$ cat config.mk
export PLATFORM = sky130hd
export DESIGN_NAME = imt_modu
export DESIGN_NICKNAME = d
export VERILOG_FILES = /design/src/design/imt_pkg.sv /design/src/design/imt_modu.sv
export SDC_FILE = /design/constraint.sdc
export NUM_CORES = 1
export LEC_CHECK = 0
export BUFFER_PORTS_ARGS = -buffer_cell sky130_fd_sc_hd__buf_2
export CAP_MARGIN = 20
export CORE_MARGIN = 2
export CORE_UTILIZATION = 49
export DETAILED_ROUTE_END_ITERATION = 10
export GPL_ROUTABILITY_DRIVEN = 1
export PLACE_DENSITY = 0.68
export SETUP_SLACK_MARGIN = 0.1
export SYNTH_ARGS = -nofsm -noshare
export SYNTH_HDL_FRONTEND = slang
export SYNTH_SLANG_ARGS = --single-unit
$ cat constraint.sdc
create_clock -name clk_i -period 9.8 [get_ports clk_i]
set_input_delay 0.98 -clock clk_i [delete_from_list [all_inputs] [get_ports clk_i]]
set_output_delay 0.98 -clock clk_i [all_outputs]
set_load 0.01 [all_outputs]
$ cat src/design/imt_pkg.sv
// ----------------------------------------------------------------------------
// In-place matrix transpose: shared definitions
// Sizes, operation codes, status codes, register indexes and the request and
// response bundles of the remainder unit.
// ----------------------------------------------------------------------------
package imt_pkg;

  // Store geometry.
  localparam int unsigned MaxElements = 1024;
  localparam int unsigned ElemW       = 64;
  localparam int unsigned IdxW        = $clog2(MaxElements);
  localparam int unsigned CntW        = IdxW + 1;

  // Shape registers and their product.
  localparam int unsigned CfgW  = 11;
  localparam int unsigned SizeW = 2 * CfgW;

  // Remainder unit: rows * index is reduced modulo (size - 1), a few bits a cycle.
  localparam int unsigned ProdW     = CfgW + IdxW;
  localparam int unsigned ModStep   = 4;
  localparam int unsigned ModCycles = (ProdW + ModStep - 1) / ModStep;
  localparam int unsigned DivW      = ModCycles * ModStep;
  localparam int unsigned ModCntW   = $clog2(ModCycles + 1);

  // Configuration port.
  localparam int unsigned ApbAddrW  = 3;
  localparam int unsigned ApbDataW  = 32;
  localparam int unsigned RegIdxBit = 2;

  typedef enum logic [1:0] {
    FUNC_WRITE     = 2'd0,
    FUNC_TRANSPOSE = 2'd1,
    FUNC_READ      = 2'd2
  } func_e;

  localparam logic STATUS_OK  = 1'b0;
  localparam logic STATUS_ERR = 1'b1;

  localparam logic REG_ROW_COUNT    = 1'b0;
  localparam logic REG_COLUMN_COUNT = 1'b1;

  typedef struct packed {
    logic            start;
    logic [DivW-1:0] dividend;
    logic [IdxW-1:0] modulus;
  } mod_req_t;

  typedef struct packed {
    logic            done;
    logic [IdxW-1:0] remainder;
  } mod_rsp_t;

endpackage

$ cat src/design/imt_modu.sv
// ----------------------------------------------------------------------------
// Remainder unit
// Reduces a dividend modulo a narrow modulus by restoring steps, several bits
// per cycle, and pulses done when the remainder is ready.
// ----------------------------------------------------------------------------
module imt_modu (
  input  logic              clk_i,
  input  logic              rst_ni,
  input  imt_pkg::mod_req_t req_i,
  output imt_pkg::mod_rsp_t rsp_o
);
  import imt_pkg::*;

  logic [DivW-1:0]    div_q, div_d;
  logic [IdxW-1:0]    rem_q, rem_d;
  logic [IdxW-1:0]    mod_q, mod_d;
  logic [ModCntW-1:0] cnt_q, cnt_d;
  logic               busy_q, busy_d;
  logic               done_q, done_d;
  logic [IdxW:0]      acc;
  logic [DivW-1:0]    sh;

  // Shift the dividend in, most significant bit first, subtracting the
  // modulus whenever the partial remainder reaches it.
  always_comb begin
    div_d  = div_q;
    rem_d  = rem_q;
    mod_d  = mod_q;
    cnt_d  = cnt_q;
    busy_d = busy_q;
    done_d = 1'b0;
    acc    = {1'b0, rem_q};
    sh     = div_q;
    if (req_i.start) begin
      div_d  = req_i.dividend;
      rem_d  = '0;
      mod_d  = req_i.modulus;
      cnt_d  = ModCntW'(ModCycles);
      busy_d = 1'b1;
    end else if (busy_q) begin
      for (int s = 0; s < ModStep; s++) begin
        acc = {acc[IdxW-1:0], sh[DivW-1]};
        sh  = {sh[DivW-2:0], 1'b0};
        if (acc >= {1'b0, mod_q}) begin
          acc = acc - {1'b0, mod_q};
        end
      end
      div_d = sh;
      rem_d = acc[IdxW-1:0];
      cnt_d = cnt_q - ModCntW'(1);
      if (cnt_q == ModCntW'(1)) begin
        busy_d = 1'b0;
        done_d = 1'b1;
      end
    end
  end

  // Control state.
  always_ff @(posedge clk_i or negedge rst_ni) begin
    if (!rst_ni) begin
      cnt_q  <= '0;
      busy_q <= 1'b0;
      done_q <= 1'b0;
    end else begin
      cnt_q  <= cnt_d;
      busy_q <= busy_d;
      done_q <= done_d;
    end
  end

  // Datapath.
  always_ff @(posedge clk_i) begin
    div_q <= div_d;
    rem_q <= rem_d;
    mod_q <= mod_d;
  end

  assign rsp_o.done      = done_q;
  assign rsp_o.remainder = rem_q;

endmodule

==> impl_metrics.ini, run 1 <==
[run_status]
status = finished, final reports clean

[yosys]
synthFlopType = edfxtp_1
ys_async_sr_fraction = 0.102
syn_inst = 472
yosysWarningCount = 0
synth_area_sq_um = 4500
syn_area_per_cell_sq_um = 9.54
synth_edf_count = 34
yosysUniqueCellTypes = 71
ys_ff_latch = 49
ys_seq_area_frac = 0.299
syn_nets = 555

[detailed_routing]
via_per_inst = 6.08
vias = 3800
first_iter_violations = 207
drc_errors = 0
routedWlPerCell_microns = 18.7
routed_wirelength_microns = 11700
drt_pass1_iterations = 4
antenna_left = 0

[finish]
mostFrequentLayoutCells = buf_2 (47), ha_1 (42), edfxtp_1 (34), inv_1 (32), nor2_1 (31)
nets = 599
syn_to_final_growth_pct = 10.5
layout_commonest_cell = buf_2
num-fill-cells = 770
seq_area_sq_um = 1350
n_antenna_cell = 0
multiInputGateArea_sq_um = 2970
drive_gt1_frac = 0.232

[setup_path]
critPathTopFamily = compound AO/OA/AOI/OAI gates
cp-start-kind = register
cp.required_ns = 9.95
crit_path_end_kind = register
crit_arrival_ns = 9.16
critPathMaxFanout = 10
slowest_delay_ns = 0.48
cp_num_buf_inv = 3
crit_top_cell = ha_1
setup.worst_path.class = register to register
crit_slowest_cell = edfxtp_1

[sta]
rsz0062_at_grt = no
slew_viol_final = 0
fin_crit_sh = 0.919
setup_viol = 0
finalSetupTns_ns = 0
relSlewSlack = 0.380
worst_slew_pin_slew_ns = 0.930
hold_violations = 0
max_freq_mhz = 111
fin_skew_ns = 0.0123
min_period_ns = 9.01

[floorplan]
core_area_sq_um = 8810
die_h_microns = 99.9
start_util = 0.511
die_w_microns = 99.9
rows = 34
dieArea_sq_um = 9970
pin_count = 48

[clocking]
clock-sinks = 49
insertion_delay_ns = 0.30
ctsHoldBuffers = 0
cts_max_path_buffers = 2
clockRootBuffer = clkbuf_8
path_clk_slew_ns = 0.09
numCtsBuffers = 5
cts_max_level = 2
cts_tree = done

[placed_design]
portBuffers = 47
dp_hpwl_microns = 9120
gp_congestion = 0.949

[run]
max_cap_violations = 0

[global_route]
grt_util_all_layers = 0.245
grt_max_degree = 52
grt_overflow_total = 0
grt_pass1_wl_microns = 19400
antenna_found_initial = 0
first_global_vias = 3867

[hold_path]
hp-class = input pin to asynchronous set/reset pin
-- Yosys cell counts (all sizes together), types with 6 or more instances --
cell type	n	share of area
nor2b	9	0.013
dfxtp	10	0.044
or2	7	0.0097
and3	8	0.012
xor2	9	0.018
o211ai	6	0.010
nor2	31	0.026
inv	33	0.028
o21ai	21	0.025
xnor2	16	0.031
edfxtp	34	0.23
o21a	6	0.010
nor3	13	0.016
nand4	13	0.018
o21bai	11	0.018
a21o	16	0.027
mux2	25	0.063
buf	9	0.015
ha	42	0.12
a211oi	17	0.034
nand2	30	0.025
clkbuf	7	0.0061
a21oi	30	0.038
-- final cells by class --
cell class                      count  area share
Clock buffer                        6      0.0166
Tap cell                          108      0.0272
Clock inverter                      2     0.00830
Sequential cell                    49       0.271
Inverter                           33      0.0256
Multi-Input combinational cell    375       0.597
Timing Repair Buffer               52      0.0548
-- state kept, by name, indices dropped and copies added (netlist names) --
register and flops:
div_q 24, mod_q 10, rem_q 10, cnt_q 3, busy_q 1, done_q 1
-- cells by family after synthesis --
| group | Yosys count | share of synthesized area |
|---|---|---|
| muxes | 30 | 0.0745 |
| DFF | 49 | 0.299 |
| buffers and inverters | 49 | 0.0484 |
| and+or+nand+nor | 132 | 0.151 |
| xor gates and xnor gates | 25 | 0.0486 |
| adders and majority gates | 46 | 0.135 |
| AOI/OAI and AO/OA | 141 | 0.243 |
-- through the flow --
step | setup WS (ns) | util | hold slack (ns) | area (sq um) | cells
floorplan | 1.81 | - | 0.472 | 4500 | 472
global route | 0.125 | 0.565 | 0.473 | 4980 | 625
detailed placement | 0.376 | 0.544 | 0.494 | 4790 | 613
CTS | 0.341 | 0.558 | 0.468 | 4920 | 621
finish | 0.792 | 0.565 | 0.478 | 4980 | 625
global placement | 0.622 | 0.544 | 0.490 | 4790 | 613
-- metal layers --
layer | routed length, microns | vias up | part of all wire | global-route usage
li1 | - | 1858 | - | -
met1 | 5360 | 1795 | 0.46 | 0.332
met2 | 5490 | 126 | 0.47 | 0.417
met3 | 609 | 21 | 0.052 | 0.0355
met4 | 253 | 0 | 0.022 | 0.0548
met5 | 0 | - | 0 | 0
-- worst paths after layout --
| check | startpoint | to | slack (ns) | cells past startpoint |
|---|---|---|---|---|
| hold reg to reg | cnt_q[1] | cnt_q[1] | 0.51 | 2 |
| min in group clk_i | cnt_q[1] | cnt_q[1] | 0.51 | 2 |
| max in group asynchronous | rst_ni | cnt_q[0] | 9.20 | 1 |
| setup reg to reg | mod_q[1] | rem_q[2] | 0.79 | 36 |
| hold / removal | rst_ni | done_q | 0.48 | 1 |
| setup / recovery | mod_q[1] | rem_q[2] | 0.79 | 36 |
-- what timing repair did --
item | 4_1_cts | 5_1_grt
setup endpoints to repair | 0 | 10
resized for setup | 0 | 5
setup buffers | 0 | 3
Power of run 1 is not shown: default switching activity piles up to over one toggle a cycle in this logic, so the estimate is an artifact.
==> run 2: changes to the inputs <==
Settings changed: CORE_UTILIZATION 49 to 35, MAX_ROUTING_LAYER set to met4, PLACE_DENSITY 0.68 to not set.
==> run 2 against run 1 <==
Routed wire length is 3.1% higher. Register-to-register slack lost 0.05 ns. Critical path depth unchanged. Clock skew down 0.0093 ns. Sequential share of layout area down 0.38 points. Via count increased by 3.1%. Non-clock buffer count down 2. Worst hold slack improved by 0.025 ns. Die area up 38%. Flip-flop and latch count unchanged. Setup slack got worse by 0.051 ns. Critical path type unchanged. Largest cell class unchanged.
==> impl_metrics.ini, run 2 (synthesized netlist as in run 1, its figures left out) <==
[finish]
n_antenna_cell = 0
regMostFlops = div_q
nets = 597
layout_commonest_cell = buf_2
drive_gt1_frac = 0.223
syn_to_final_growth_pct = 12.1
reg_top3 = div_q (24), mod_q (10), rem_q (10)
mostFrequentLayoutCells = buf_2 (47), ha_1 (42), edfxtp_1 (34), inv_1 (33)
largest_reg_flops = 24

[global_route]
grt_util_all_layers = 0.178
antenna_found_initial = 0
grt_pass1_wl_microns = 19400
first_global_vias = 3835
grt_max_degree = 52
grt_overflow_total = 0

[placed_design]
gp_congestion = 0.919
dp_hpwl_microns = 9380
portBuffers = 47

[sta]
worst_slew_pin_slew_ns = 0.963
finalSetupTns_ns = 0
slew_viol_final = 0
relSlewSlack = 0.358
max_freq_mhz = 110
min_period_ns = 9.06
fin_skew_ns = 0.00304
rsz0062_at_grt = no
fin_crit_sh = 0.924
setup_viol = 0
hold_violations = 0

[clocking]
ctsHoldBuffers = 0
cts_tree = done
cts_max_level = 2
numCtsBuffers = 5
path_clk_slew_ns = 0.06
insertion_delay_ns = 0.28
cts_max_path_buffers = 2
clockRootBuffer = clkbuf_16
cts_setup_buffers = 0
cts_resized = 0
clock-sinks = 49

[floorplan]
start_util = 0.358
core_area_sq_um = 12600
dieArea_sq_um = 13800
die_w_microns = 117
rows = 41
pin_count = 48
die_h_microns = 117

[detailed_routing]
routedWlPerCell_microns = 17.6
routed_wirelength_microns = 12100
drc_errors = 0
first_iter_violations = 187
antenna_left = 0
drt_pass1_iterations = 4
via_per_inst = 5.70
vias = 3919

[setup_path]
slowest_delay_ns = 0.46
critPathMaxFanout = 16
crit_top_cell = ha_1
setup.worst_path.class = register to register
crit_slowest_cell = edfxtp_1
crit_arrival_ns = 9.23
cp.required_ns = 9.97
cp-start-kind = register
crit_path_end_kind = register

[run]
max_cap_violations = 0

[run_status]
status = finished, final reports clean

[hold_path]
hp-class = input pin to asynchronous set/reset pin
[run 2: cell types whose count changed in the layout (fill, tap and decap cells not counted), sizes merged]
cell and delta:
buf -2, bufinv -1, clkinvlp -1, clkbuf +1
clkinv +1
[run 2: stage by stage]
stage | hold WS, ns | cells | setup WS [ns] | util | instance area (sq um)
final | 0.504 | 687 | 0.741 | 0.401 | 5050
after global placement | 0.491 | 678 | 1.13 | 0.388 | 4880
after detailed placement | 0.512 | 678 | 0.716 | 0.388 | 4880
after floorplan | 0.472 | 472 | 1.81 | - | 4500
after global routing | 0.494 | 687 | 0.133 | 0.401 | 5050
after CTS | 0.504 | 686 | 0.649 | 0.400 | 5020
[run 2: worst max-delay path, delay by kind of cell (launching register included)]
kind,cells,cell delay [ns]
adder cells (fa/ha/maj),4,1.26
AO/OA/AOI/OAI,19,4.38
flip-flops,1,0.46
buffers and inverters,2,0.52
multiplexers,1,0.40
AND/OR/NAND/NOR,10,1.91
[run 2: worst paths after layout]
path	startpoint	to	slack, ns	cells past startpoint
min in group clk_i	cnt_q[1]	cnt_q[1]	0.52	2
worst max register to register	mod_q[1]	rem_q[4]	0.74	36
worst min-delay path	rst_ni	cnt_q[1]	0.50	1
max in group asynchronous	rst_ni	busy_q	9.16	1
worst min register to register	cnt_q[1]	cnt_q[1]	0.52	2
worst max-delay path	mod_q[1]	rem_q[4]	0.74	36
[run 2: cell type report]
| cell class | count | area [sq um] |
|---|---|---|
| well taps | 172 | 215 |
| multi-input cells | 375 | 2960 |
| fillers | 1227 | 7520 |
| clock buffers | 7 | 133 |
| inverters | 33 | 124 |
| clock inverters | 1 | 8.76 |
| repair buffers | 50 | 258 |
| flip-flops and latches | 49 | 1350 |
[run 2: routing by layer]
layer	GRT usage	routed length, microns	vias to the layer above	part of all wire
met2	0.297	5740	165	0.48
met1	0.228	5260	1850	0.44
met3	0.0224	713	29	0.059
met5	-	0	-	0
met4	0.0527	357	0	0.030
li1	-	-	1875	-
Power of run 2 is left out for the same reason.
